### config.mk
export PLATFORM = sky130hd
export DESIGN_NAME = packed_subword_sorter
export DESIGN_NICKNAME = d
export VERILOG_FILES = /design/src/hdl/pss_pkg.sv /design/src/hdl/pss_sort_stage.sv /design/src/hdl/packed_subword_sorter.sv
export SDC_FILE = /design/constraint.sdc
export NUM_CORES = 2
export LEC_CHECK = 0
export BUFFER_PORTS_ARGS = -buffer_cell sky130_fd_sc_hd__buf_2
export CORE_MARGIN = 2
export CORE_UTILIZATION = 48
export CTS_CLUSTER_SIZE = 8
export DETAILED_ROUTE_END_ITERATION = 8
export PLACE_DENSITY_LB_ADDON = 0.3
export SYNTH_ARGS = -nofsm -noshare
export SYNTH_HDL_FRONTEND = slang
export SYNTH_HIERARCHICAL = 1
export SYNTH_SLANG_ARGS = --single-unit
### constraint.sdc
create_clock -name clk -period 18.6 [get_ports clk]
set_input_delay 0.93 -clock clk [delete_from_list [all_inputs] [get_ports clk]]
set_output_delay 0.93 -clock clk [all_outputs]
set_load 0.005 [all_outputs]
### src/hdl/pss_pkg.sv
`timescale 1ns / 1ps

package pss_pkg;

  // Sorting network geometry: sixteen lanes of eight-bit keys.
  localparam int LANES            = 16;
  localparam int KEY_W            = 8;
  localparam int BYTE_LANES       = 8;
  localparam int NIBBLE_W         = 4;
  localparam int WORD_W           = 64;
  localparam int STAGES           = 4;
  localparam int ROUNDS_PER_STAGE = 4;

  // Subword mode codes.
  localparam logic MODE_BYTE   = 1'b0;
  localparam logic MODE_NIBBLE = 1'b1;

  // Byte mode fills the unused upper lanes with the largest key.
  localparam logic [KEY_W-1:0]    PAD_KEY     = 8'hff;
  localparam logic [KEY_W-1:0]    BYTE_MASK   = 8'hff;
  localparam logic [NIBBLE_W-1:0] NIBBLE_MASK = 4'hf;

  typedef logic [LANES-1:0][KEY_W-1:0] lane_vec_t;

  // Control that travels alongside each request through the pipeline.
  typedef struct packed {
    logic valid;
    logic mode;
  } pss_ctrl_t;

  // One round of odd-even transposition: compare-exchange on disjoint pairs.
  function automatic lane_vec_t cx_round(input lane_vec_t v, input logic odd);
    lane_vec_t r;
    r = v;
    for (int i = 0; i < LANES - 1; i++) begin
      if (i[0] == odd) begin
        if (v[i] > v[i+1]) begin
          r[i]   = v[i+1];
          r[i+1] = v[i];
        end
      end
    end
    return r;
  endfunction

endpackage

### src/hdl/pss_sort_stage.sv
`timescale 1ns / 1ps

module pss_sort_stage (
  input  logic               clk,
  input  logic               rst_n,
  input  pss_pkg::pss_ctrl_t ctrl_in,
  input  pss_pkg::lane_vec_t lanes_in,
  output pss_pkg::pss_ctrl_t ctrl_out,
  output pss_pkg::lane_vec_t lanes_out
);
  import pss_pkg::*;

  pss_ctrl_t ctrl_r;
  lane_vec_t lanes_r;
  lane_vec_t lanes_nxt;

  // Four transposition rounds, alternating even and odd pairs.
  always_comb begin
    lanes_nxt = lanes_in;
    for (int k = 0; k < ROUNDS_PER_STAGE; k++) begin
      lanes_nxt = cx_round(lanes_nxt, k[0]);
    end
  end

  // Only the valid bit needs reset; the lanes are payload.
  always_ff @(posedge clk) begin
    if (!rst_n) begin
      ctrl_r <= '0;
    end else begin
      ctrl_r <= ctrl_in;
    end
  end

  always_ff @(posedge clk) begin
    lanes_r <= lanes_nxt;
  end

  assign ctrl_out  = ctrl_r;
  assign lanes_out = lanes_r;

endmodule

### src/hdl/packed_subword_sorter.sv
`timescale 1ns / 1ps

// Packed subword sorter.
// A request is presented on in_packed_word with start high; it is taken at any
// clock edge where busy is low, and busy is always low, so one request may be
// given every cycle. The word is sorted as eight bytes or sixteen nibbles,
// ascending, smallest value in the least significant position.
// The mode is written through cfg_wr_en / cfg_subword_mode (0 bytes,
// 1 nibbles) and is sampled into the pipeline with each request.
// The sorter is a sixteen-lane odd-even transposition network, four rounds per
// register stage over four stages, followed by an output register.
// The result appears on out_sorted_word with out_valid high for one cycle,
// after the four sort stage registers and the output register.
// Throughput: one word per cycle.
// The receiver has no way to stall the result; it must take it when out_valid
// is high. Reset clears the pipeline valid bits and sets byte mode.
module packed_subword_sorter (
  input  logic        clk,
  input  logic        rst_n,
  input  logic        start,
  output logic        busy,
  input  logic [63:0] in_packed_word,
  output logic        out_valid,
  output logic [63:0] out_sorted_word,
  input  logic        cfg_wr_en,
  input  logic        cfg_subword_mode
);
  import pss_pkg::*;

  logic                 mode_r;
  pss_ctrl_t            head_ctrl;
  lane_vec_t            head_lanes;
  pss_ctrl_t            ctrl_s  [0:STAGES];
  lane_vec_t            lanes_s [0:STAGES];
  logic                 out_valid_r;
  logic [WORD_W-1:0]    out_word_r;
  logic [WORD_W-1:0]    out_word_nxt;

  assign busy = 1'b0;

  // Mode register.
  always_ff @(posedge clk) begin
    if (!rst_n) begin
      mode_r <= MODE_BYTE;
    end else if (cfg_wr_en) begin
      mode_r <= cfg_subword_mode;
    end
  end

  // Split the word into lanes; byte mode pads the upper lanes with the top key.
  always_comb begin
    head_ctrl.valid = start && !busy;
    head_ctrl.mode  = mode_r;
    for (int i = 0; i < LANES; i++) begin
      if (mode_r == MODE_NIBBLE) begin
        head_lanes[i] = {{(KEY_W-NIBBLE_W){1'b0}},
                         in_packed_word[NIBBLE_W*i +: NIBBLE_W] & NIBBLE_MASK};
      end else if (i < BYTE_LANES) begin
        head_lanes[i] = in_packed_word[KEY_W*i +: KEY_W] & BYTE_MASK;
      end else begin
        head_lanes[i] = PAD_KEY;
      end
    end
  end

  assign ctrl_s[0]  = head_ctrl;
  assign lanes_s[0] = head_lanes;

  // Chain of sorting stages.
  for (genvar s = 0; s < STAGES; s++) begin : g_stage
    pss_sort_stage u_stage (
      .clk      (clk),
      .rst_n    (rst_n),
      .ctrl_in  (ctrl_s[s]),
      .lanes_in (lanes_s[s]),
      .ctrl_out (ctrl_s[s+1]),
      .lanes_out(lanes_s[s+1])
    );
  end

  // Pack the sorted lanes back into a word.
  always_comb begin
    out_word_nxt = '0;
    for (int i = 0; i < LANES; i++) begin
      if (ctrl_s[STAGES].mode == MODE_NIBBLE) begin
        out_word_nxt[NIBBLE_W*i +: NIBBLE_W] = lanes_s[STAGES][i][NIBBLE_W-1:0];
      end else if (i < BYTE_LANES) begin
        out_word_nxt[KEY_W*i +: KEY_W] = lanes_s[STAGES][i];
      end
    end
  end

  // Output register.
  always_ff @(posedge clk) begin
    if (!rst_n) begin
      out_valid_r <= 1'b0;
    end else begin
      out_valid_r <= ctrl_s[STAGES].valid;
    end
  end

  always_ff @(posedge clk) begin
    out_word_r <= out_word_nxt;
  end

  assign out_valid       = out_valid_r;
  assign out_sorted_word = out_word_r;

endmodule

## After elaboration in Yosys (flattened, before gate mapping)

Index checks and enable logic that the tools add are counted.

- Register bits: 554
- Latch bits: 0
- Memory bits (writable): 0
- Bits in read-only memories: 0
- Bits of input ports: 69
- Memories: 0

- $add $sub $neg: 0
- Multipliers: 0
- Div/mod/pow operators: 0
- $lt $le $gt $ge: 120
- Equal/unequal tests: 0
- Shift-type cells: 0
- Multiplexer cells: 151
- Bitwise gates (word level): 0
- Reductions and logical operators: 0

Operators with widths:

| cell | count |
|---|---|
| two-way mux 16 bit | 115 |
| greater-than comparator 8 bit | 120 |
| two-way mux 8 bit | 16 |
| two-way mux 12 bit | 5 |
| two-way mux 4 bit | 15 |

## Logic depth before layout (Yosys ltp)

- Depth in word-level cells: 9
- Depth in mapped cells: 48
- Depth with buffers taken out: 41

## Cells and area by module

Netlist, hierarchy kept.

By module, submodules not included:

| module | instances | cells each | area each (um^2) |
|---|---|---|---|
| pss_sort_stage at g_stage[2].u_stage | 1 | 1,844 | 15,230.9 |
| pss_sort_stage at g_stage[0].u_stage | 1 | 1,820 | 15,035.7 |
| pss_sort_stage at g_stage[3].u_stage | 1 | 1,785 | 14,855.5 |
| pss_sort_stage at g_stage[1].u_stage | 1 | 1,802 | 14,765.4 |
| packed_subword_sorter | 1 | 241 | 3,171.8 |

## Worst setup path after synthesis

OpenSTA, ideal clock, no wires.

- Path type: flip-flop to flip-flop
- From: register mode_r
- To: register g_stage[0].u_stage.lanes_r, in the netlist g_stage[0].u_stage/lanes_out[100]
- Setup time: 74 ps
- Data arrival time: 9,766 ps
- Required time: 18,526 ps
- Setup slack: 8,760 ps
- Stages on the path, launching flop included: 43
- Path buffers: 6
- Period minus slack after synthesis: 9,840 ps
- Path through: dfxtp_1 > buf_2 > buf_2 > inv_1 > inv_1 > ha_1 > nand4_1 > nor2_1 > nor2b_1 > nor2_1 > clkbuf_1 > clkbuf_1 > nor2_1 > a21oi_1 > ha_1 > a21o_1 > a21oi_1 > nor2b_1 > [... 7 more ...] > a41oi_1 > o21ai_0 > a21oi_1 > and2_1 > a31oi_1 > o21ai_2 > mux2i_1 > inv_1 > ha_1 > nor2b_1 > o21a_1 > o21ai_0 > nand2b_1 > a21oi_1 > o21ai_0 > o21ai_1 > clkbuf_1 > mux2i_1

RTL lines:

| element | RTL line | RTL |
|---|---|---|
| from (decl) | packed_subword_sorter.sv:30 | `logic mode_r;` |
| from (signal assigned) | packed_subword_sorter.sv:46 | `mode_r <= cfg_subword_mode;` |
| to (signal assigned) | pss_sort_stage.sv:35 | `lanes_r <= lanes_nxt;` |
| to (decl) | pss_sort_stage.sv:14 | `lane_vec_t lanes_r;` |

==> impl_metrics.py <==
metrics = {
    "status": {
        "outcome": "finished clean",
    },
    "grt": {
        "gr-total-overflow": 0,
        "grt_pass1_wl_um": 267000,
        "grt_pass1_vias": 51000,
        "grt_usage_pct": 24.6,
        "grt_max_degree": 96,
        "antenna_found_initial": 0,
    },
    "clock_network": {
        "htree_levels": 3,
        "cts_num_sinks": 554,
        "holdBufCountCts": 0,
        "cts_resized": 0,
        "path_clk_slew_ns": 0.06,
        "cts-buffers-inserted": 82,
        "root_buffer": "clkbuf_16",
        "clock_latency_ns": 0.71,
        "postCtsSetupRepairBufs": 0,
        "cts_tree": "yes",
        "clk_path_buf_depth": 3,
    },
    "synthesis": {
        "yosysWarnings": 6,
        "syn_avg_cell_area_um2": 8.37,
        "syn-cell-area_um2": 62100,
        "synth_nets": 8341,
        "syn_inst": 7424,
    },
    "critical_path": {
        "critical-path-top-delay-family": "compound AO/OA/AOI/OAI gates",
        "slowest_stage": "dfxtp_4",
        "crit_required_ns": 19.13,
        "crit_buf_inv": 6,
        "cp_data_arrival_time_ns": 10.76,
        "worstSetupEndpointType": "register",
        "worst_path_most_repeated_cell": "a21o_1",
        "regToRegSetupSlack_ns": 8.37,
        "worstSetupPathType": "register to register",
        "max_stage_delay_ns": 0.96,
        "start_kind": "register",
        "cp_max_fo": 95,
    },
    "layout": {
        "multi_input_area_um2": 46500,
        "area_growth_pct": 7.22,
        "seq_area_um2": 11100,
        "mostFrequentLayoutCell": "mux2i_1",
        "drive_gt1_share_pct": 9.46,
        "final_cell_count_no_fill": 9225,
        "nFillCells": 12000,
        "fin_nets": 8391,
        "mostFrequentLayoutCells": "mux2i_1 (1156), inv_1 (876), ha_1 (848)",
    },
    "timing": {
        "max-slew-margin-rel_pct": 23.1,
        "slew_viol_final": 0,
        "fin_crit_sh_pct": 55.0,
        "tns_ns": 0,
        "tightest_slew_ns": 1.15,
        "hold_viol_final": 0,
        "rsz0062_at_grt": "no",
        "clock_skew_ns": 0.0782,
        "finalSetupViolations": 0,
        "fmax_ghz": 0.0978,
        "period_needed_ns": 10.23,
    },
    "place": {
        "place.detailed.hpwl_um": 139000,
        "place_congestion": 0.967,
        "port_buffers": 133,
        "place_inst": 9118,
    },
    "detailed_routing": {
        "viasPerCell": 5.83,
        "wl_per_cell_um": 18.2,
        "drt.antenna.violating_nets": 0,
        "drtIter0Drc": 3575,
        "vias": 53800,
        "drt_wl_total_um": 168000,
        "firstDrtPassIters": 6,
        "drcViolationCount": 0,
    },
    "floorplan": {
        "ios": 135,
        "die_area_um2": 132000,
        "row_count": 131,
        "die_w_um": 364,
        "initial_utilization_pct": 48.5,
        "core_um2": 128000,
        "die_h_um": 364,
    },
    "min_path": {
        "hold_path.class": "register to register",
    },
    "job": {
        "cap_violations": 0,
    },
}
final cells by class:
cell class,instances,area share (%)
well taps,1729,3.25
clock buffers,92,3.17
clock inverters,13,0.436
flip-flops and latches,554,16.7
diodes,1,0.00376
inverters,879,4.95
multi-input cells,5765,69.9
repair buffers,192,1.66
worst register-to-register path, delay by kind of cell (launching register included):
family / cells / cell delay [ns]
buffers and inverters: 6 / 1.38
adder cells (fa/ha/maj): 4 / 1.28
AO/OA/AOI/OAI: 17 / 2.85
flip-flops: 1 / 0.96
multiplexers: 3 / 1.46
AND/OR/NAND/NOR: 9 / 2.11
flip-flops by register name (all words and copies together), names as in the netlist:
name,flops
out_valid,1
mode_r,1
out_sorted_word,64
g_stage.u_stage/ctrl_out,8
g_stage.u_stage/lanes_out,480
metrics by stage:
stage | hold slack, ns | area [um^2] | util, % | setup slack (ns)
after floorplan | 0.310 | 62100 | - | 8.76
after global placement | 0.314 | 64200 | 50.1 | 8.84
after detailed placement | 0.313 | 64200 | 50.1 | 8.57
after CTS | 0.325 | 66600 | 52.0 | 8.49
after global routing | 0.331 | 66600 | 52.0 | 7.66
final | 0.323 | 66600 | 52.0 | 8.37
per-layer routing:
layer	part of all wire (%)	wire [um]	track usage, %	up-vias
li1	-	-	-	27100
met1	46	77500	32.2	25300
met2	47	79200	42.6	1197
met3	4.1	6850	2.03	222
met4	2.8	4680	7.97	0
met5	0	0	0	-
final timing paths:
check	from	end	depth (start not counted)
max	mode_r$_SDFFE_PN0P_	g_stage[0].u_stage/lanes_out[44]$_DFF_P_	39
min	g_stage[3].u_stage/lanes_out[0]$_DFF_P_	out_sorted_word[0]$_DFF_P_	0
max reg2reg	mode_r$_SDFFE_PN0P_	g_stage[0].u_stage/lanes_out[44]$_DFF_P_	39
min reg2reg	g_stage[3].u_stage/lanes_out[0]$_DFF_P_	out_sorted_word[0]$_DFF_P_	0
Power is left out: the tool's default activity adds up to more than one toggle a clock period on the data nets, which glitch-free logic cannot reach.
